**src/sv/mtp_pkg.sv**
```systemverilog
// mtp_pkg: shared types, character codes and lookup tables for the note parser.
// No dependencies; used by mtp_ctrl, mtp_datapath and music_note_to_tone_parser.
`default_nettype none

package mtp_pkg;

    localparam int WHOLE_W   = 20;  // whole note length register
    localparam int DIVISOR_W = 16;  // duration divisor
    localparam int DUR_W     = 21;  // duration result
    localparam int FREQ_W    = 14;  // frequency result
    localparam int IDX_W     = 7;   // tone ROM index, 110 entries
    localparam int POS_W     = 4;   // saturating character count
    localparam int DIV_STEPS = WHOLE_W;
    localparam int STEP_W    = $clog2(DIV_STEPS);

    localparam logic [7:0] CH_A     = 8'h41;
    localparam logic [7:0] CH_G     = 8'h47;
    localparam logic [7:0] CH_0     = 8'h30;
    localparam logic [7:0] CH_9     = 8'h39;
    localparam logic [7:0] CH_SHARP = 8'h23;
    localparam logic [7:0] CH_FLAT  = 8'h62;
    localparam logic [7:0] CH_DOT   = 8'h2E;

    localparam logic [POS_W-1:0]     POS_MAX      = 4'd15;
    localparam logic [3:0]           OCTAVE_MAX   = 4'd8;
    localparam logic [IDX_W-1:0]     IDX_MAX      = 7'd109;
    localparam logic [DIVISOR_W-1:0] DIVISOR_SAT  = 16'hFFFF;
    localparam logic [WHOLE_W-1:0]   WHOLE_RESET  = 20'd2000;

    typedef enum logic [1:0] {
        ST_OK       = 2'd0,
        ST_BAD_NOTE = 2'd1,
        ST_NO_DIV   = 2'd2
    } t_status;

    typedef enum logic [1:0] {
        ACC_NATURAL = 2'd0,
        ACC_SHARP   = 2'd1,
        ACC_FLAT    = 2'd2
    } t_accid;

    typedef enum logic [2:0] {
        S_IDLE = 3'b001,
        S_DIV  = 3'b010,
        S_FIN  = 3'b100
    } t_state;

    // controller -> datapath
    typedef struct packed {
        logic accept;    // input request taken this cycle
        logic step;      // one restoring-division step
        logic load_out;  // move finished result into the output register
    } t_cmd;

    // datapath -> controller
    typedef struct packed {
        logic out_full;
    } t_sts;

    // half steps above C for letters A..G
    function automatic logic [3:0] letter_semis(input logic [2:0] l);
        logic [3:0] s;
        case (l)
            3'd0: s = 4'd9;
            3'd1: s = 4'd11;
            3'd2: s = 4'd0;
            3'd3: s = 4'd2;
            3'd4: s = 4'd4;
            3'd5: s = 4'd5;
            3'd6: s = 4'd7;
            default: s = 4'd0;
        endcase
        return s;
    endfunction

    // rounded 440*2^(n/12), index 0 = B-1 .. 109 = C9
    function automatic logic [FREQ_W-1:0] tone_rom(input logic [IDX_W-1:0] i);
        logic [FREQ_W-1:0] f;
        case (i)
            7'd0: f = 14'd15;
            7'd1: f = 14'd16;    7'd2: f = 14'd17;    7'd3: f = 14'd18;
            7'd4: f = 14'd19;    7'd5: f = 14'd21;    7'd6: f = 14'd22;
            7'd7: f = 14'd23;    7'd8: f = 14'd24;    7'd9: f = 14'd26;
            7'd10: f = 14'd28;   7'd11: f = 14'd29;   7'd12: f = 14'd31;
            7'd13: f = 14'd33;   7'd14: f = 14'd35;   7'd15: f = 14'd37;
            7'd16: f = 14'd39;   7'd17: f = 14'd41;   7'd18: f = 14'd44;
            7'd19: f = 14'd46;   7'd20: f = 14'd49;   7'd21: f = 14'd52;
            7'd22: f = 14'd55;   7'd23: f = 14'd58;   7'd24: f = 14'd62;
            7'd25: f = 14'd65;   7'd26: f = 14'd69;   7'd27: f = 14'd73;
            7'd28: f = 14'd78;   7'd29: f = 14'd82;   7'd30: f = 14'd87;
            7'd31: f = 14'd92;   7'd32: f = 14'd98;   7'd33: f = 14'd104;
            7'd34: f = 14'd110;  7'd35: f = 14'd117;  7'd36: f = 14'd123;
            7'd37: f = 14'd131;  7'd38: f = 14'd139;  7'd39: f = 14'd147;
            7'd40: f = 14'd156;  7'd41: f = 14'd165;  7'd42: f = 14'd175;
            7'd43: f = 14'd185;  7'd44: f = 14'd196;  7'd45: f = 14'd208;
            7'd46: f = 14'd220;  7'd47: f = 14'd233;  7'd48: f = 14'd247;
            7'd49: f = 14'd262;  7'd50: f = 14'd277;  7'd51: f = 14'd294;
            7'd52: f = 14'd311;  7'd53: f = 14'd330;  7'd54: f = 14'd349;
            7'd55: f = 14'd370;  7'd56: f = 14'd392;  7'd57: f = 14'd415;
            7'd58: f = 14'd440;  7'd59: f = 14'd466;  7'd60: f = 14'd494;
            7'd61: f = 14'd523;  7'd62: f = 14'd554;  7'd63: f = 14'd587;
            7'd64: f = 14'd622;  7'd65: f = 14'd659;  7'd66: f = 14'd698;
            7'd67: f = 14'd740;  7'd68: f = 14'd784;  7'd69: f = 14'd831;
            7'd70: f = 14'd880;  7'd71: f = 14'd932;  7'd72: f = 14'd988;
            7'd73: f = 14'd1047; 7'd74: f = 14'd1109; 7'd75: f = 14'd1175;
            7'd76: f = 14'd1245; 7'd77: f = 14'd1319; 7'd78: f = 14'd1397;
            7'd79: f = 14'd1480; 7'd80: f = 14'd1568; 7'd81: f = 14'd1661;
            7'd82: f = 14'd1760; 7'd83: f = 14'd1865; 7'd84: f = 14'd1976;
            7'd85: f = 14'd2093; 7'd86: f = 14'd2217; 7'd87: f = 14'd2349;
            7'd88: f = 14'd2489; 7'd89: f = 14'd2637; 7'd90: f = 14'd2794;
            7'd91: f = 14'd2960; 7'd92: f = 14'd3136; 7'd93: f = 14'd3322;
            7'd94: f = 14'd3520; 7'd95: f = 14'd3729; 7'd96: f = 14'd3951;
            7'd97: f = 14'd4186; 7'd98: f = 14'd4435; 7'd99: f = 14'd4699;
            7'd100: f = 14'd4978; 7'd101: f = 14'd5274; 7'd102: f = 14'd5588;
            7'd103: f = 14'd5920; 7'd104: f = 14'd6272; 7'd105: f = 14'd6645;
            7'd106: f = 14'd7040; 7'd107: f = 14'd7459; 7'd108: f = 14'd7902;
            7'd109: f = 14'd8372;
            default: f = 14'd8372;
        endcase
        return f;
    endfunction

endpackage

`default_nettype wire

```
**src/sv/mtp_ctrl.sv**
```systemverilog
// mtp_ctrl: sequencer for the note parser (idle / divide / finish).
// Depends on mtp_pkg for the state, command and status types.
`default_nettype none

module mtp_ctrl (
    input  wire                i_clk,
    input  wire                i_rst_n,
    input  wire                i_in_valid,
    input  wire                i_in_last,
    output logic               o_in_ready,
    input  wire                i_out_ready,
    input  wire mtp_pkg::t_sts i_sts,
    output mtp_pkg::t_cmd      o_cmd
);

    mtp_pkg::t_state               r_state, n_state;
    logic [mtp_pkg::STEP_W-1:0]    r_step, n_step;
    logic                          w_accept;
    logic                          w_out_free;

    assign o_in_ready = (r_state == mtp_pkg::S_IDLE);
    assign w_accept   = i_in_valid && o_in_ready;
    assign w_out_free = !i_sts.out_full || i_out_ready;

    always_comb begin
        n_state         = r_state;
        n_step          = r_step;
        o_cmd.accept    = w_accept;
        o_cmd.step      = 1'b0;
        o_cmd.load_out  = 1'b0;
        case (r_state)
            mtp_pkg::S_IDLE: begin
                if (w_accept && i_in_last) begin
                    n_state = mtp_pkg::S_DIV;
                    n_step  = '0;
                end
            end
            mtp_pkg::S_DIV: begin
                o_cmd.step = 1'b1;
                n_step     = r_step + 1'b1;
                if (r_step == mtp_pkg::STEP_W'(mtp_pkg::DIV_STEPS - 1)) begin
                    n_state = mtp_pkg::S_FIN;
                end
            end
            mtp_pkg::S_FIN: begin
                if (w_out_free) begin
                    o_cmd.load_out = 1'b1;
                    n_state        = mtp_pkg::S_IDLE;
                end
            end
            default: begin
                n_state = mtp_pkg::S_IDLE;
            end
        endcase
    end

    always_ff @(posedge i_clk) begin
        if (!i_rst_n) begin
            r_state <= mtp_pkg::S_IDLE;
            r_step  <= '0;
        end else begin
            r_state <= n_state;
            r_step  <= n_step;
        end
    end

endmodule

`default_nettype wire

```
**src/sv/mtp_datapath.sv**
```systemverilog
// mtp_datapath: character parser registers, bit-serial divider, tone ROM, output register.
// Depends on mtp_pkg; driven by mtp_ctrl commands.
`default_nettype none

module mtp_datapath #(
    parameter int MAX_NOTE_CHARS = 5
) (
    input  wire                                 i_clk,
    input  wire                                 i_rst_n,
    input  wire                                 i_cfg_wr_en,
    input  wire  [mtp_pkg::WHOLE_W-1:0]         i_cfg_wr_data,
    input  wire mtp_pkg::t_cmd                  i_cmd,
    output mtp_pkg::t_sts                       o_sts,
    input  wire                                 i_mode,
    input  wire  [7:0]                          i_char,
    input  wire  [3:0]                          i_octave,
    input  wire                                 i_last,
    input  wire                                 i_out_ready,
    output logic                                o_out_valid,
    output logic [mtp_pkg::FREQ_W-1:0]          o_freq,
    output logic [mtp_pkg::DUR_W-1:0]           o_dur,
    output mtp_pkg::t_status                    o_status
);

    // parse state
    logic [mtp_pkg::POS_W-1:0]     r_pos, n_pos;
    logic [3:0]                    r_letter, n_letter;
    mtp_pkg::t_accid               r_accid, n_accid;
    logic [mtp_pkg::DIVISOR_W-1:0] r_dacc, n_dacc;
    logic                          r_dig_end, n_dig_end;
    logic                          n_dot;
    logic                          r_bad, n_bad;
    logic                          r_rest, n_rest;
    logic [mtp_pkg::WHOLE_W-1:0]   r_whole;

    // latched at last character
    mtp_pkg::t_status              r_status, n_status;
    logic [mtp_pkg::IDX_W-1:0]     r_idx, n_idx;
    logic                          r_dot_l;
    logic                          r_rest_l;
    logic [mtp_pkg::DIVISOR_W-1:0] r_divisor;
    logic [mtp_pkg::DIVISOR_W-1:0] r_rem;
    logic [mtp_pkg::WHOLE_W-1:0]   r_quo;

    logic                          r_out_valid;
    logic [mtp_pkg::FREQ_W-1:0]    r_out_freq;
    logic [mtp_pkg::DUR_W-1:0]     r_out_dur;
    mtp_pkg::t_status              r_out_status;

    logic                          w_is_digit;
    logic                          w_take_digit;
    logic [19:0]                   w_dprod;
    logic [3:0]                    w_oct;
    logic [mtp_pkg::IDX_W-1:0]     w_idx_raw;
    logic [mtp_pkg::IDX_W-1:0]     w_idx_adj;
    logic [2:0]                    w_letter_code;
    logic [mtp_pkg::DIVISOR_W:0]   w_trial;
    logic                          w_ge;
    logic [mtp_pkg::DIVISOR_W:0]   w_diff;
    logic [mtp_pkg::DUR_W-1:0]     w_dur;

    assign w_is_digit    = (i_char >= mtp_pkg::CH_0) && (i_char <= mtp_pkg::CH_9);
    assign w_letter_code = 3'(i_char - mtp_pkg::CH_A);
    assign w_dprod       = ({4'd0, r_dacc} << 3) + ({4'd0, r_dacc} << 1)
                         + {16'd0, i_char[3:0]};

    // next parse state for the current character
    always_comb begin
        n_pos     = r_pos;
        n_letter  = r_letter;
        n_accid   = r_accid;
        n_dacc    = r_dacc;
        n_dig_end = r_dig_end;
        n_bad     = r_bad;
        n_rest    = (r_pos == '0) ? i_mode : r_rest;
        w_take_digit = 1'b0;

        if (n_rest) begin
            w_take_digit = 1'b1;
        end else if (r_pos == '0) begin
            if (i_char >= mtp_pkg::CH_A && i_char <= mtp_pkg::CH_G) begin
                n_letter = mtp_pkg::letter_semis(w_letter_code);
            end else begin
                n_bad = 1'b1;
            end
        end else if (r_pos == mtp_pkg::POS_W'(1) && i_char == mtp_pkg::CH_SHARP) begin
            n_accid = mtp_pkg::ACC_SHARP;
        end else if (r_pos == mtp_pkg::POS_W'(1) && i_char == mtp_pkg::CH_FLAT) begin
            n_accid = mtp_pkg::ACC_FLAT;
        end else begin
            w_take_digit = 1'b1;
        end

        if (w_take_digit) begin
            if (!r_dig_end && w_is_digit) begin
                n_dacc = (w_dprod > 20'(mtp_pkg::DIVISOR_SAT)) ? mtp_pkg::DIVISOR_SAT
                                                               : w_dprod[15:0];
            end else begin
                n_dig_end = 1'b1;
            end
        end

        n_dot = (i_char == mtp_pkg::CH_DOT);
        n_pos = (r_pos == mtp_pkg::POS_MAX) ? r_pos : r_pos + 1'b1;
    end

    // result status and tone index
    always_comb begin
        w_oct     = (i_octave > mtp_pkg::OCTAVE_MAX) ? mtp_pkg::OCTAVE_MAX : i_octave;
        w_idx_raw = ({3'd0, w_oct} << 3) + ({3'd0, w_oct} << 2) + {3'd0, n_letter};
        case (n_accid)
            mtp_pkg::ACC_SHARP: w_idx_adj = w_idx_raw + 7'd2;
            mtp_pkg::ACC_FLAT:  w_idx_adj = w_idx_raw;
            default:            w_idx_adj = w_idx_raw + 7'd1;
        endcase
        n_idx = (w_idx_adj > mtp_pkg::IDX_MAX) ? mtp_pkg::IDX_MAX : w_idx_adj;

        if (!n_rest && (n_bad || n_pos > mtp_pkg::POS_W'(MAX_NOTE_CHARS))) begin
            n_status = mtp_pkg::ST_BAD_NOTE;
        end else if (n_dacc == '0) begin
            n_status = mtp_pkg::ST_NO_DIV;
        end else begin
            n_status = mtp_pkg::ST_OK;
        end
    end

    // restoring division step
    assign w_trial = {r_rem, r_quo[mtp_pkg::WHOLE_W-1]};
    assign w_ge    = (w_trial >= {1'b0, r_divisor});
    assign w_diff  = w_trial - {1'b0, r_divisor};
    assign w_dur   = {1'b0, r_quo}
                   + (r_dot_l ? {2'd0, r_quo[mtp_pkg::WHOLE_W-1:1]} : '0);

    always_ff @(posedge i_clk) begin
        if (!i_rst_n) begin
            r_pos       <= '0;
            r_letter    <= '0;
            r_accid     <= mtp_pkg::ACC_NATURAL;
            r_dacc      <= '0;
            r_dig_end   <= 1'b0;
            r_bad       <= 1'b0;
            r_rest      <= 1'b0;
            r_whole     <= mtp_pkg::WHOLE_RESET;
            r_out_valid <= 1'b0;
        end else begin
            if (i_cfg_wr_en) begin
                r_whole <= i_cfg_wr_data;
            end
            if (i_cmd.accept) begin
                if (i_last) begin
                    r_pos     <= '0;
                    r_letter  <= '0;
                    r_accid   <= mtp_pkg::ACC_NATURAL;
                    r_dacc    <= '0;
                    r_dig_end <= 1'b0;
                    r_bad     <= 1'b0;
                    r_rest    <= 1'b0;
                end else begin
                    r_pos     <= n_pos;
                    r_letter  <= n_letter;
                    r_accid   <= n_accid;
                    r_dacc    <= n_dacc;
                    r_dig_end <= n_dig_end;
                    r_bad     <= n_bad;
                    r_rest    <= n_rest;
                end
            end
            if (i_cmd.load_out) begin
                r_out_valid <= 1'b1;
            end else if (i_out_ready) begin
                r_out_valid <= 1'b0;
            end
        end
    end

    // payload registers
    always_ff @(posedge i_clk) begin
        if (i_cmd.accept && i_last) begin
            r_status  <= n_status;
            r_idx     <= n_idx;
            r_dot_l   <= n_dot;
            r_rest_l  <= n_rest;
            r_divisor <= n_dacc;
            r_rem     <= '0;
            r_quo     <= r_whole;
        end else if (i_cmd.step) begin
            r_rem <= w_ge ? w_diff[mtp_pkg::DIVISOR_W-1:0]
                          : w_trial[mtp_pkg::DIVISOR_W-1:0];
            r_quo <= {r_quo[mtp_pkg::WHOLE_W-2:0], w_ge};
        end
        if (i_cmd.load_out) begin
            r_out_status <= r_status;
            if (r_status != mtp_pkg::ST_OK) begin
                r_out_freq <= '0;
                r_out_dur  <= '0;
            end else begin
                r_out_freq <= r_rest_l ? '0 : mtp_pkg::tone_rom(r_idx);
                r_out_dur  <= w_dur;
            end
        end
    end

    assign o_sts.out_full = r_out_valid;
    assign o_out_valid    = r_out_valid;
    assign o_freq         = r_out_freq;
    assign o_dur          = r_out_dur;
    assign o_status       = r_out_status;

endmodule

`default_nettype wire

```
**src/sv/music_note_to_tone_parser.sv**
```systemverilog
// music_note_to_tone_parser: top level, joins mtp_ctrl and mtp_datapath to the stream ports.
// Depends on mtp_pkg, mtp_ctrl, mtp_datapath.
//
// Usage:
//  - Slave stream takes one character of a note or rest string per request.
//    tdata = {octave[11:8], symbol_char[7:0]}, tuser = mode (1 = rest string),
//    tlast marks the final character of the string.
//  - Non-final characters are taken at one per cycle while idle, with no result.
//  - The final character starts a 20-step shift/subtract divide of
//    whole_note_ms by the parsed divisor (one quotient bit per cycle), then a
//    finish cycle looks up the tone ROM and loads the output register.
//    tready stays low through the divide and the finish, so the next string's
//    characters are not taken until the result has been loaded.
//  - Master stream: tdata = {dur[34:14], freq[13:0]} zero padded to 40 bits,
//    tuser = status (0 ok, 1 invalid note, 2 zero or missing divisor).
//  - While a result waits on a stalled receiver, the next string's characters
//    and even its final character are still taken; only the finish cycle
//    waits for the output register to drain.
//  - Reset (synchronous, active low) clears the parse state, drops any result
//    and sets whole_note_ms to 2000. Write whole_note_ms only while idle.
`default_nettype none

module music_note_to_tone_parser #(
    parameter int MAX_NOTE_CHARS = 5
) (
    input  wire         i_clk,
    input  wire         i_rst_n,
    // whole note length in ms
    input  wire         i_cfg_wr_en,
    input  wire  [19:0] i_cfg_wr_data,
    // character stream
    input  wire         s_axis_tvalid,
    output logic        s_axis_tready,
    input  wire  [15:0] s_axis_tdata,   // [7:0] symbol_char, [11:8] octave, [15:12] zero
    input  wire         s_axis_tlast,   // last_char
    input  wire  [0:0]  s_axis_tuser,   // [0] mode
    // tone stream
    output logic        m_axis_tvalid,
    input  wire         m_axis_tready,
    output logic [39:0] m_axis_tdata,   // [13:0] frequency_hz, [34:14] duration_ms, rest zero
    output logic [1:0]  m_axis_tuser    // [1:0] status
);

    mtp_pkg::t_cmd                    w_cmd;
    mtp_pkg::t_sts                    w_sts;
    logic [mtp_pkg::FREQ_W-1:0]       w_freq;
    logic [mtp_pkg::DUR_W-1:0]        w_dur;
    mtp_pkg::t_status                 w_status;

    mtp_ctrl u_ctrl (
        .i_clk       (i_clk),
        .i_rst_n     (i_rst_n),
        .i_in_valid  (s_axis_tvalid),
        .i_in_last   (s_axis_tlast),
        .o_in_ready  (s_axis_tready),
        .i_out_ready (m_axis_tready),
        .i_sts       (w_sts),
        .o_cmd       (w_cmd)
    );

    mtp_datapath #(
        .MAX_NOTE_CHARS (MAX_NOTE_CHARS)
    ) u_dp (
        .i_clk         (i_clk),
        .i_rst_n       (i_rst_n),
        .i_cfg_wr_en   (i_cfg_wr_en),
        .i_cfg_wr_data (i_cfg_wr_data),
        .i_cmd         (w_cmd),
        .o_sts         (w_sts),
        .i_mode        (s_axis_tuser[0]),
        .i_char        (s_axis_tdata[7:0]),
        .i_octave      (s_axis_tdata[11:8]),
        .i_last        (s_axis_tlast),
        .i_out_ready   (m_axis_tready),
        .o_out_valid   (m_axis_tvalid),
        .o_freq        (w_freq),
        .o_dur         (w_dur),
        .o_status      (w_status)
    );

    assign m_axis_tdata = {5'd0, w_dur, w_freq};
    assign m_axis_tuser = w_status;

    // final character always starts the divider, which blocks input
    a_busy_after_last: assert property (@(posedge i_clk) disable iff (!i_rst_n)
        (s_axis_tvalid && s_axis_tready && s_axis_tlast) |=> !s_axis_tready)
        else $error("input taken during divide");

    // a new result is only loaded from the finish cycle, when input is blocked
    a_result_after_busy: assert property (@(posedge i_clk) disable iff (!i_rst_n)
        $rose(m_axis_tvalid) |-> $past(!s_axis_tready))
        else $error("result appeared outside finish");

    // error results carry no frequency or duration
    a_error_zero: assert property (@(posedge i_clk) disable iff (!i_rst_n)
        (m_axis_tvalid && m_axis_tuser != mtp_pkg::ST_OK) |-> (m_axis_tdata == '0))
        else $error("error result with nonzero payload");

    // status code is never the unused value
    a_status_code: assert property (@(posedge i_clk) disable iff (!i_rst_n)
        m_axis_tvalid |-> (m_axis_tuser == mtp_pkg::ST_OK
                           || m_axis_tuser == mtp_pkg::ST_BAD_NOTE
                           || m_axis_tuser == mtp_pkg::ST_NO_DIV))
        else $error("bad status code");

endmodule

`default_nettype wire

```
**config.mk**
```make
export PLATFORM = sky130hd
export DESIGN_NAME = music_note_to_tone_parser
export DESIGN_NICKNAME = d
export VERILOG_FILES = /design/src/sv/mtp_pkg.sv /design/src/sv/mtp_ctrl.sv /design/src/sv/mtp_datapath.sv /design/src/sv/music_note_to_tone_parser.sv
export SDC_FILE = /design/constraint.sdc
export NUM_CORES = 1
export LEC_CHECK = 0
export ABC_CLOCK_PERIOD_IN_PS = 5990
export BUFFER_PORTS_ARGS = -buffer_cell sky130_fd_sc_hd__buf_4
export CORE_UTILIZATION = 47
export DETAILED_ROUTE_END_ITERATION = 16
export GPL_TIMING_DRIVEN = 1
export PLACE_DENSITY = 0.7
export REMOVE_ABC_BUFFERS = 1
export SLEW_MARGIN = 20
export SYNTH_ARGS = -nofsm -noshare
export SYNTH_HDL_FRONTEND = slang
export SYNTH_HIERARCHICAL = 1
export SYNTH_SLANG_ARGS = --single-unit
export TNS_END_PERCENT = 50
```
**constraint.sdc**
```tcl
create_clock -name i_clk -period 5.99 [get_ports i_clk]
set_clock_uncertainty 0.05 [all_clocks]
set_input_delay 0.599 -clock i_clk [delete_from_list [all_inputs] [get_ports i_clk]]
set_output_delay 0.599 -clock i_clk [all_outputs]
set_load 0.05 [all_outputs]
```
==> results of run 1 <==
-- layout make-up --
type	count	share of cell area (%)
inverters	70	2.06
repair buffers	87	5.11
clock buffers	18	3.36
clock inverters	14	1.07
well taps	319	3.13
multi-input cells	1006	53.9
flip-flops and latches	158	31.4
-- report_power, final --
group | internal [uW] | switching, uW
combinational | 154 | 228
clock | 579 | 461
sequential | 1170 | 23.3
total | 1910 | 712
-- worst register-to-register path: cells and delay by family, from the launching register on --
kind / cells / cell delay, ps
flip-flops: 1 / 370
AND/OR/NAND/NOR: 6 / 1740
AO/OA/AOI/OAI: 4 / 760
buffers and inverters: 3 / 250
XOR/XNOR: 1 / 180
adder cells (fa/ha/maj): 4 / 1410
-- state kept, by name, indices dropped and copies added, names as in the netlist, 2 cells and up --
signal and cells:
u_dp/o_dur 21, u_dp/r_quo 20, u_dp/r_whole 20, u_dp/r_dacc 16
u_dp/r_divisor 16, u_dp/r_rem 16, u_dp/o_freq 14, u_dp/r_idx 7
u_ctrl/r_step 5, u_dp/r_letter 4, u_dp/r_pos 4, u_ctrl/r_state 3
u_dp/o_status 2, u_dp/r_accid 2, u_dp/r_status 2
-- layout by cell type, fill, tap and decap left out, types with 14 or more instances in the layout --
master                        n
sky130_fd_sc_hd__a211oi_1    23
sky130_fd_sc_hd__a21o_1      15
sky130_fd_sc_hd__a21oi_1     85
sky130_fd_sc_hd__a31oi_1     14
sky130_fd_sc_hd__and2_1      34
sky130_fd_sc_hd__buf_4       87
sky130_fd_sc_hd__clkbuf_16   17
sky130_fd_sc_hd__dfxtp_1     74
sky130_fd_sc_hd__edfxtp_1    84
sky130_fd_sc_hd__ha_1        90
sky130_fd_sc_hd__inv_1       69
sky130_fd_sc_hd__mux2_2      24
sky130_fd_sc_hd__mux2i_1     38
sky130_fd_sc_hd__nand2_1     93
sky130_fd_sc_hd__nand3_1     21
sky130_fd_sc_hd__nor2_1     132
sky130_fd_sc_hd__nor2b_1     45
sky130_fd_sc_hd__nor3_1      40
sky130_fd_sc_hd__o21ai_0     79
sky130_fd_sc_hd__xnor2_1     25
-- through the flow --
| stage | instances | worst slack (ps) |
|---|---|---|
| 2_1_floorplan | 1234 | 800 |
| 3_3_place_gp | 1640 | 1110 |
| 3_5_place_dp | 1640 | 946 |
| 4_1_cts | 1672 | 1040 |
| 5_1_grt | 1672 | 530 |
| 6_report | 1672 | 993 |
-- metal layers --
layer  vias to the layer above  track usage, %  wire (microns)
li1                       4813               -               -
met1                      4453            28.9           12100
met2                       243            36.5           12400
met3                        30            3.34            1240
met4                         0            6.70             364
met5                         -               0               0
-- kinds of logic after synthesis --
group | Yosys count | share of synthesized area, %
XOR/XNOR | 38 | 2.91
flip-flops | 158 | 35.1
AO/OA/AOI/OAI | 357 | 20.7
buffers and inverters | 140 | 4.89
adder cells (fa/ha/maj) | 96 | 10.9
multiplexers | 63 | 5.80
AND/OR/NAND/NOR | 447 | 19.7
other | 1 | 0.0328
-- worst max path at each step --
stage / start / end / slack, ps / depth (start not counted)
after floorplan: u_dp/o_out_valid$_SDFFE_PN0P_ / u_dp/o_dur[0]$_SDFFCE_PP0P_ / 800 / 2
after global placement: s_axis_tuser / u_dp/r_idx[1]$_SDFFCE_PN0P_ / 1110 / 17
after detailed placement: s_axis_tuser / u_dp/r_idx[1]$_SDFFCE_PN0P_ / 950 / 17
after CTS: u_dp/r_pos[0]$_SDFFE_PN0P_ / u_dp/r_idx[1]$_SDFFCE_PN0P_ / 1040 / 18
after global routing: u_dp/r_pos[0]$_SDFFE_PN0P_ / u_dp/r_idx[1]$_SDFFCE_PN0P_ / 530 / 18
final: u_dp/r_pos[0]$_SDFFE_PN0P_ / u_dp/r_idx[1]$_SDFFCE_PN0P_ / 990 / 18
==> flow_results.xml, run 1 <==
<?xml version="1.0" encoding="UTF-8"?>
<metrics>
  <group name="final_layout">
    <metric name="final_design_area_no_fill" unit="sq um">12800</metric>
    <metric name="fillers" unit="">2162</metric>
    <metric name="antenna_cells_inserted" unit="">0</metric>
    <metric name="multiInputGateArea" unit="sq um">6890</metric>
    <metric name="area.sequential" unit="sq um">4000</metric>
    <metric name="layout-area-overhead-vs-synth" unit="%">11.8</metric>
    <metric name="layout.nets" unit="">1479</metric>
    <metric name="postLayoutCoreUtil" unit="%">53.9</metric>
    <metric name="drive_above_1_share" unit="%">12.2</metric>
  </group>
  <group name="yosys">
    <metric name="ys.warnings.count" unit="">6</metric>
    <metric name="synth-seq-area-share" unit="%">35.1</metric>
    <metric name="syn_area_per_cell" unit="sq um">8.79</metric>
    <metric name="yosysTopAreaCell" unit="">sky130_fd_sc_hd__edfxtp_1</metric>
    <metric name="synth_enable_flop_cells" unit="">84</metric>
    <metric name="synth.cells.most_frequent" unit="">sky130_fd_sc_hd__nor2_1, sky130_fd_sc_hd__nand2_1, sky130_fd_sc_hd__ha_1</metric>
    <metric name="ys_ff_latch" unit="">158</metric>
    <metric name="netlist_area" unit="sq um">11400</metric>
    <metric name="synthesis.instances" unit="">1300</metric>
    <metric name="yosys.cell_count.top_type" unit="">sky130_fd_sc_hd__nor2_1</metric>
    <metric name="post-synth-top-area-fraction" unit="%">22.1</metric>
    <metric name="ys.flop_type" unit="">sky130_fd_sc_hd__edfxtp_1</metric>
    <metric name="netlist-cell-type-count" unit="">86</metric>
    <metric name="synthArstFlopShare" unit="%">0</metric>
    <metric name="synth_area_leaders" unit="">sky130_fd_sc_hd__edfxtp_1, sky130_fd_sc_hd__dfxtp_1, sky130_fd_sc_hd__ha_1</metric>
  </group>
  <group name="routing">
    <metric name="vias" unit="">9539</metric>
    <metric name="drtAntennaViolNets" unit="">0</metric>
    <metric name="routed_wirelength" unit="microns">26100</metric>
    <metric name="avgViaCountPerCell" unit="">5.71</metric>
    <metric name="drt_first_pass_iters" unit="">5</metric>
    <metric name="drt_first_iter_violations" unit="">553</metric>
    <metric name="post_drt_wl_per_cell" unit="microns">15.6</metric>
    <metric name="route.detailed.drc" unit="">0</metric>
  </group>
  <group name="clock_network">
    <metric name="cts.repair.resized" unit="">0</metric>
    <metric name="clock_tree.buffer_depth" unit="">2</metric>
    <metric name="cts.hold.buffers_added" unit="">0</metric>
    <metric name="clock_insertion_delay_at_the_later_pin_of_the_skew_report" unit="ps">430</metric>
    <metric name="post-cts-setup-buffer-count" unit="">0</metric>
    <metric name="cts_tree" unit="">yes</metric>
    <metric name="clkSlewWorstSetupHoldPaths" unit="ps">60</metric>
    <metric name="clock-root-buffer" unit="">sky130_fd_sc_hd__clkbuf_16</metric>
    <metric name="numClockSinks" unit="">158</metric>
    <metric name="clock_tree.htree_level_count" unit="">4</metric>
    <metric name="tritoncts.num_buffers" unit="">17</metric>
  </group>
  <group name="setup_path">
    <metric name="crit-reg2reg-capture" unit="">u_dp/r_idx[1]$_SDFFCE_PN0P_</metric>
    <metric name="cp_data_required_time" unit="ps">6110</metric>
    <metric name="category_of_cells_accounting_for_the_largest_share_of_critical_path_delay" unit="">simple AND/OR/NAND/NOR gates</metric>
    <metric name="worst_path_max_fanout" unit="">7</metric>
    <metric name="crit_chain" unit="">inv_1, ha_1, or4b_4, or3_1, nor2_1, o22ai_1, fa_1, inv_1, ha_1, inv_1, fa_1, nor4_1, xor2_1, a221oi_1, a21oi_1, nand2_1, a21oi_1, nor2_1</metric>
    <metric name="path_buf_inv" unit="">3</metric>
    <metric name="endpoint_kind" unit="">register</metric>
    <metric name="crit_top_cell" unit="">sky130_fd_sc_hd__inv_1</metric>
    <metric name="r2r_start" unit="">u_dp/r_pos[0]$_SDFFE_PN0P_</metric>
    <metric name="timing.reg2reg.setup_slack" unit="ps">990</metric>
    <metric name="worst-setup-path-type" unit="">reg2reg</metric>
    <metric name="crit_path_start_kind" unit="">register</metric>
    <metric name="critPathSlowestCell" unit="">sky130_fd_sc_hd__or4b_4</metric>
    <metric name="critical-path-max-stage-delay" unit="ps">520</metric>
    <metric name="critPathArrivalTime" unit="ps">5120</metric>
    <metric name="r2r_cells" unit="">18</metric>
  </group>
  <group name="sta">
    <metric name="rsz0062_at_grt" unit="">false</metric>
    <metric name="finalHoldViolCount" unit="">0</metric>
    <metric name="period_needed" unit="ps">5000</metric>
    <metric name="max-slew-margin-rel" unit="%">32.7</metric>
    <metric name="fin_crit_sh" unit="%">83.4</metric>
    <metric name="drv_slew" unit="">0</metric>
    <metric name="tightestPinTransition" unit="ps">1010</metric>
    <metric name="final.setup.tns" unit="ps">0</metric>
    <metric name="timing.final.setup_violations" unit="">0</metric>
    <metric name="final.hold.worst_slack" unit="ps">343</metric>
    <metric name="max_clock_freq" unit="MHz">200</metric>
  </group>
  <group name="worst_hold_path">
    <metric name="min_from" unit="">i_cfg_wr_data[7]</metric>
    <metric name="whs_endpoint" unit="">u_dp/r_whole[7]$_SDFFE_PN1P_</metric>
    <metric name="whs_path_depth" unit="">3</metric>
    <metric name="hold_path_class" unit="">in2reg</metric>
  </group>
  <group name="pwr">
    <metric name="leakagePower" unit="uW">0.00522</metric>
    <metric name="power_density" unit="nW/um^2">205</metric>
    <metric name="report.power.total" unit="uW">2620</metric>
    <metric name="max-vdd-ir-drop" unit="mV">0.193</metric>
  </group>
  <group name="floorplan">
    <metric name="initial_utilization" unit="%">48.2</metric>
    <metric name="die_area" unit="sq um">24900</metric>
    <metric name="core.rowCount" unit="">56</metric>
    <metric name="pin_count" unit="">87</metric>
    <metric name="die-height" unit="microns">158</metric>
    <metric name="die_x" unit="microns">158</metric>
    <metric name="design.core.area" unit="sq um">23700</metric>
  </group>
  <group name="place">
    <metric name="gp_congestion" unit="">0.927</metric>
    <metric name="dp.final_hpwl" unit="microns">18600</metric>
    <metric name="placedInstanceArea" unit="sq um">12200</metric>
    <metric name="buffer_ports.inserted" unit="">77</metric>
  </group>
  <group name="run_status">
    <metric name="outcome" unit="">finished, final reports clean</metric>
  </group>
  <group name="run">
    <metric name="total_of_max_cap_violations" unit="">0</metric>
  </group>
  <group name="grt">
    <metric name="gr-total-overflow" unit="">0</metric>
    <metric name="grt_max_degree" unit="">59</metric>
    <metric name="initial_antenna_violation_count" unit="">0</metric>
    <metric name="globalRouteTotalUtil" unit="%">21.8</metric>
    <metric name="grt_pass1_vias" unit="">9085</metric>
    <metric name="grt_pass1_wl" unit="microns">43900</metric>
  </group>
</metrics>
Power figures use the tool's default switching activity.
==> inputs of run 2 (changes only) <==
ABC_CLOCK_PERIOD_IN_PS = 4050   (was 5990)
PLACE_DENSITY = 0.72   (was 0.7)
clock period = 4.05 ns   (was 5.99 ns; I/O delays follow)
==> flow_results.xml, run 2 (synthesized netlist as in run 1, its figures left out) <==
<?xml version="1.0" encoding="UTF-8"?>
<metrics>
  <group name="routing">
    <metric name="post_drt_wl_per_cell" unit="microns">16.1</metric>
    <metric name="drt_first_iter_violations" unit="">704</metric>
    <metric name="route.detailed.drc" unit="">0</metric>
    <metric name="routed_wirelength" unit="microns">27700</metric>
    <metric name="vias" unit="">9944</metric>
    <metric name="avgViaCountPerCell" unit="">5.76</metric>
    <metric name="drt_first_pass_iters" unit="">6</metric>
    <metric name="drtAntennaViolNets" unit="">0</metric>
  </group>
  <group name="run_status">
    <metric name="outcome" unit="">complete, but fails checks</metric>
    <metric name="failing_checks" unit="">setup timing</metric>
  </group>
  <group name="grt">
    <metric name="grt_pass1_vias" unit="">9373</metric>
    <metric name="grt_max_degree" unit="">58</metric>
    <metric name="initial_antenna_violation_count" unit="">0</metric>
    <metric name="globalRouteTotalUtil" unit="%">22.9</metric>
    <metric name="gr-total-overflow" unit="">0</metric>
    <metric name="grt_pass1_wl" unit="microns">45900</metric>
  </group>
  <group name="setup_path">
    <metric name="cp_data_required_time" unit="ps">4180</metric>
    <metric name="critPathSlowestCell" unit="">sky130_fd_sc_hd__or4b_4</metric>
    <metric name="r2r_cells" unit="">19</metric>
    <metric name="endpoint_kind" unit="">register</metric>
    <metric name="critPathArrivalTime" unit="ps">4420</metric>
    <metric name="worst_path_max_fanout" unit="">4</metric>
    <metric name="crit_chain" unit="">inv_2, ha_4, or4b_4, or3_4, nor2_4, o22ai_4, fa_1, inv_1, ha_2, inv_2, fa_2, xor2_4, nor4_4, xor2_1, a221oi_1, a21oi_1, nand2_1, a21oi_2, a211o_1</metric>
    <metric name="critical-path-max-stage-delay" unit="ps">470</metric>
    <metric name="crit_top_cell" unit="">sky130_fd_sc_hd__inv_2</metric>
    <metric name="worst-setup-path-type" unit="">reg2reg</metric>
    <metric name="timing.reg2reg.setup_slack" unit="ps">-250</metric>
    <metric name="crit_path_start_kind" unit="">register</metric>
    <metric name="r2r_start" unit="">u_dp/r_pos[1]$_SDFFE_PN0P_</metric>
    <metric name="crit-reg2reg-capture" unit="">u_dp/r_idx[0]$_SDFFCE_PN1P_</metric>
  </group>
  <group name="place">
    <metric name="placedInstanceArea" unit="sq um">12600</metric>
    <metric name="dp.final_hpwl" unit="microns">19700</metric>
    <metric name="post-place-cells" unit="">1690</metric>
    <metric name="gp_congestion" unit="">0.910</metric>
    <metric name="buffer_ports.inserted" unit="">77</metric>
    <metric name="dp_worst_setup_slack" unit="ps">-454</metric>
  </group>
  <group name="sta">
    <metric name="final.setup.worst_slack" unit="ps">-247</metric>
    <metric name="drv_slew" unit="">0</metric>
    <metric name="timing.final.setup_violations" unit="">6</metric>
    <metric name="max_clock_freq" unit="MHz">233</metric>
    <metric name="period_needed" unit="ps">4300</metric>
    <metric name="max-slew-margin-rel" unit="%">44.4</metric>
    <metric name="finalHoldViolCount" unit="">0</metric>
    <metric name="fin_crit_sh" unit="%">106</metric>
    <metric name="rsz0062_at_grt" unit="">true</metric>
    <metric name="tightestPinTransition" unit="ps">834</metric>
  </group>
  <group name="floorplan">
    <metric name="die_area" unit="sq um">24900</metric>
    <metric name="die_x" unit="microns">158</metric>
    <metric name="pin_count" unit="">87</metric>
    <metric name="core.rowCount" unit="">56</metric>
    <metric name="initial_utilization" unit="%">48.2</metric>
    <metric name="die-height" unit="microns">158</metric>
    <metric name="design.core.area" unit="sq um">23700</metric>
  </group>
  <group name="clock_network">
    <metric name="numClockSinks" unit="">158</metric>
    <metric name="clock_tree.buffer_depth" unit="">2</metric>
    <metric name="cts.hold.buffers_added" unit="">0</metric>
    <metric name="clock-root-buffer" unit="">sky130_fd_sc_hd__clkbuf_16</metric>
    <metric name="cts_tree" unit="">yes</metric>
    <metric name="clock_insertion_delay_at_the_later_pin_of_the_skew_report" unit="ps">430</metric>
    <metric name="clock_tree.htree_level_count" unit="">4</metric>
    <metric name="tritoncts.num_buffers" unit="">17</metric>
    <metric name="clkSlewWorstSetupHoldPaths" unit="ps">70</metric>
  </group>
  <group name="worst_hold_path">
    <metric name="min_from" unit="">i_cfg_wr_data[8]</metric>
    <metric name="whs_endpoint" unit="">u_dp/r_whole[8]$_SDFFE_PN1P_</metric>
    <metric name="hold_path_class" unit="">in2reg</metric>
    <metric name="whs_path_depth" unit="">3</metric>
  </group>
  <group name="pwr">
    <metric name="max-vdd-ir-drop" unit="mV">0.288</metric>
    <metric name="power_density" unit="nW/um^2">302</metric>
    <metric name="leakagePower" unit="uW">0.00555</metric>
    <metric name="report.power.total" unit="uW">4010</metric>
  </group>
  <group name="final_layout">
    <metric name="antenna_cells_inserted" unit="">0</metric>
    <metric name="fillers" unit="">2104</metric>
    <metric name="layout-area-overhead-vs-synth" unit="%">16.5</metric>
    <metric name="post_layout_nonfiller_instances" unit="">1726</metric>
    <metric name="max_ffs_per_register" unit="">21</metric>
    <metric name="layout.nets" unit="">1533</metric>
    <metric name="postLayoutCoreUtil" unit="%">56.2</metric>
    <metric name="drive_above_1_share" unit="%">16.6</metric>
    <metric name="final_design_area_no_fill" unit="sq um">13300</metric>
    <metric name="most-common-layout-cells" unit="">sky130_fd_sc_hd__buf_4, sky130_fd_sc_hd__nor2_1, sky130_fd_sc_hd__nand2_1</metric>
    <metric name="mostFrequentLayoutCell" unit="">sky130_fd_sc_hd__buf_4</metric>
  </group>
  <group name="run">
    <metric name="total_of_max_cap_violations" unit="">0</metric>
  </group>
</metrics>
==> run 2: through the flow <==
| step | TNS (ps) | hold slack (ps) |
|---|---|---|
| after global routing | -1990 | 148 |
| after floorplan | -45310 | 376 |
| after CTS | -829 | 131 |
| final | -966 | 144 |
| after global placement | -2040 | 398 |
| after detailed placement | -2740 | 406 |
==> run 2: worst max-delay path by stage <==
stage / slack, ps / depth (start not counted) / to / from
finish: -250 / 19 / u_dp/r_idx[0]$_SDFFCE_PN1P_ / u_dp/r_pos[1]$_SDFFE_PN0P_
global route: -380 / 19 / u_dp/r_idx[0]$_SDFFCE_PN1P_ / u_dp/r_pos[1]$_SDFFE_PN0P_
CTS: -220 / 19 / u_dp/r_idx[0]$_SDFFCE_PN1P_ / u_dp/r_pos[1]$_SDFFE_PN0P_
detailed placement: -450 / 17 / u_dp/r_idx[0]$_SDFFCE_PN1P_ / s_axis_tdata[5]
global placement: -400 / 17 / u_dp/r_idx[0]$_SDFFCE_PN1P_ / s_axis_tuser
floorplan: -1140 / 2 / u_dp/o_dur[0]$_SDFFCE_PP0P_ / u_dp/o_out_valid$_SDFFE_PN0P_
==> run 2: final cells by class <==
type | count | area (sq um) | share of cell area (%)
repair buffers | 141 | 1060 | 7.96
well taps | 319 | 399 | 3.00
clock buffers | 17 | 425 | 3.20
inverters | 70 | 263 | 1.98
clock inverters | 15 | 174 | 1.31
multi-input cells | 1006 | 6980 | 52.5
flip-flops and latches | 158 | 4010 | 30.1
==> run 2: worst max-delay path: cells and delay by family (launching register included) <==
| kind | cells | cell delay, ps |
|---|---|---|
| AND/OR/NAND/NOR | 5 | 1400 |
| buffers and inverters | 3 | 170 |
| flip-flops | 1 | 320 |
| adder cells (fa/ha/maj) | 4 | 1100 |
| AO/OA/AOI/OAI | 5 | 710 |
| XOR/XNOR | 2 | 270 |
==> run 2: routing by layer <==
metal	global-route usage (%)	part of all wire, %
met1	30.0	45
met2	38.8	48
met3	3.07	5.8
met4	7.12	1.7
met5	0	0
==> run 2: what timing repair did <==
action / in CTS / in global routing
pin swaps: 11 / 7
gates resized for setup: 16 / 5
setup endpoints to repair: 7 / 8
setup buffers: 3 / 1
==> run 2: report_power, final <==
part / leakage (uW) / switching (uW) / internal [uW]
Combinational: 0.00385 / 350 / 250
Clock: 0.000294 / 707 / 931
Sequential: 0.00140 / 37.8 / 1740
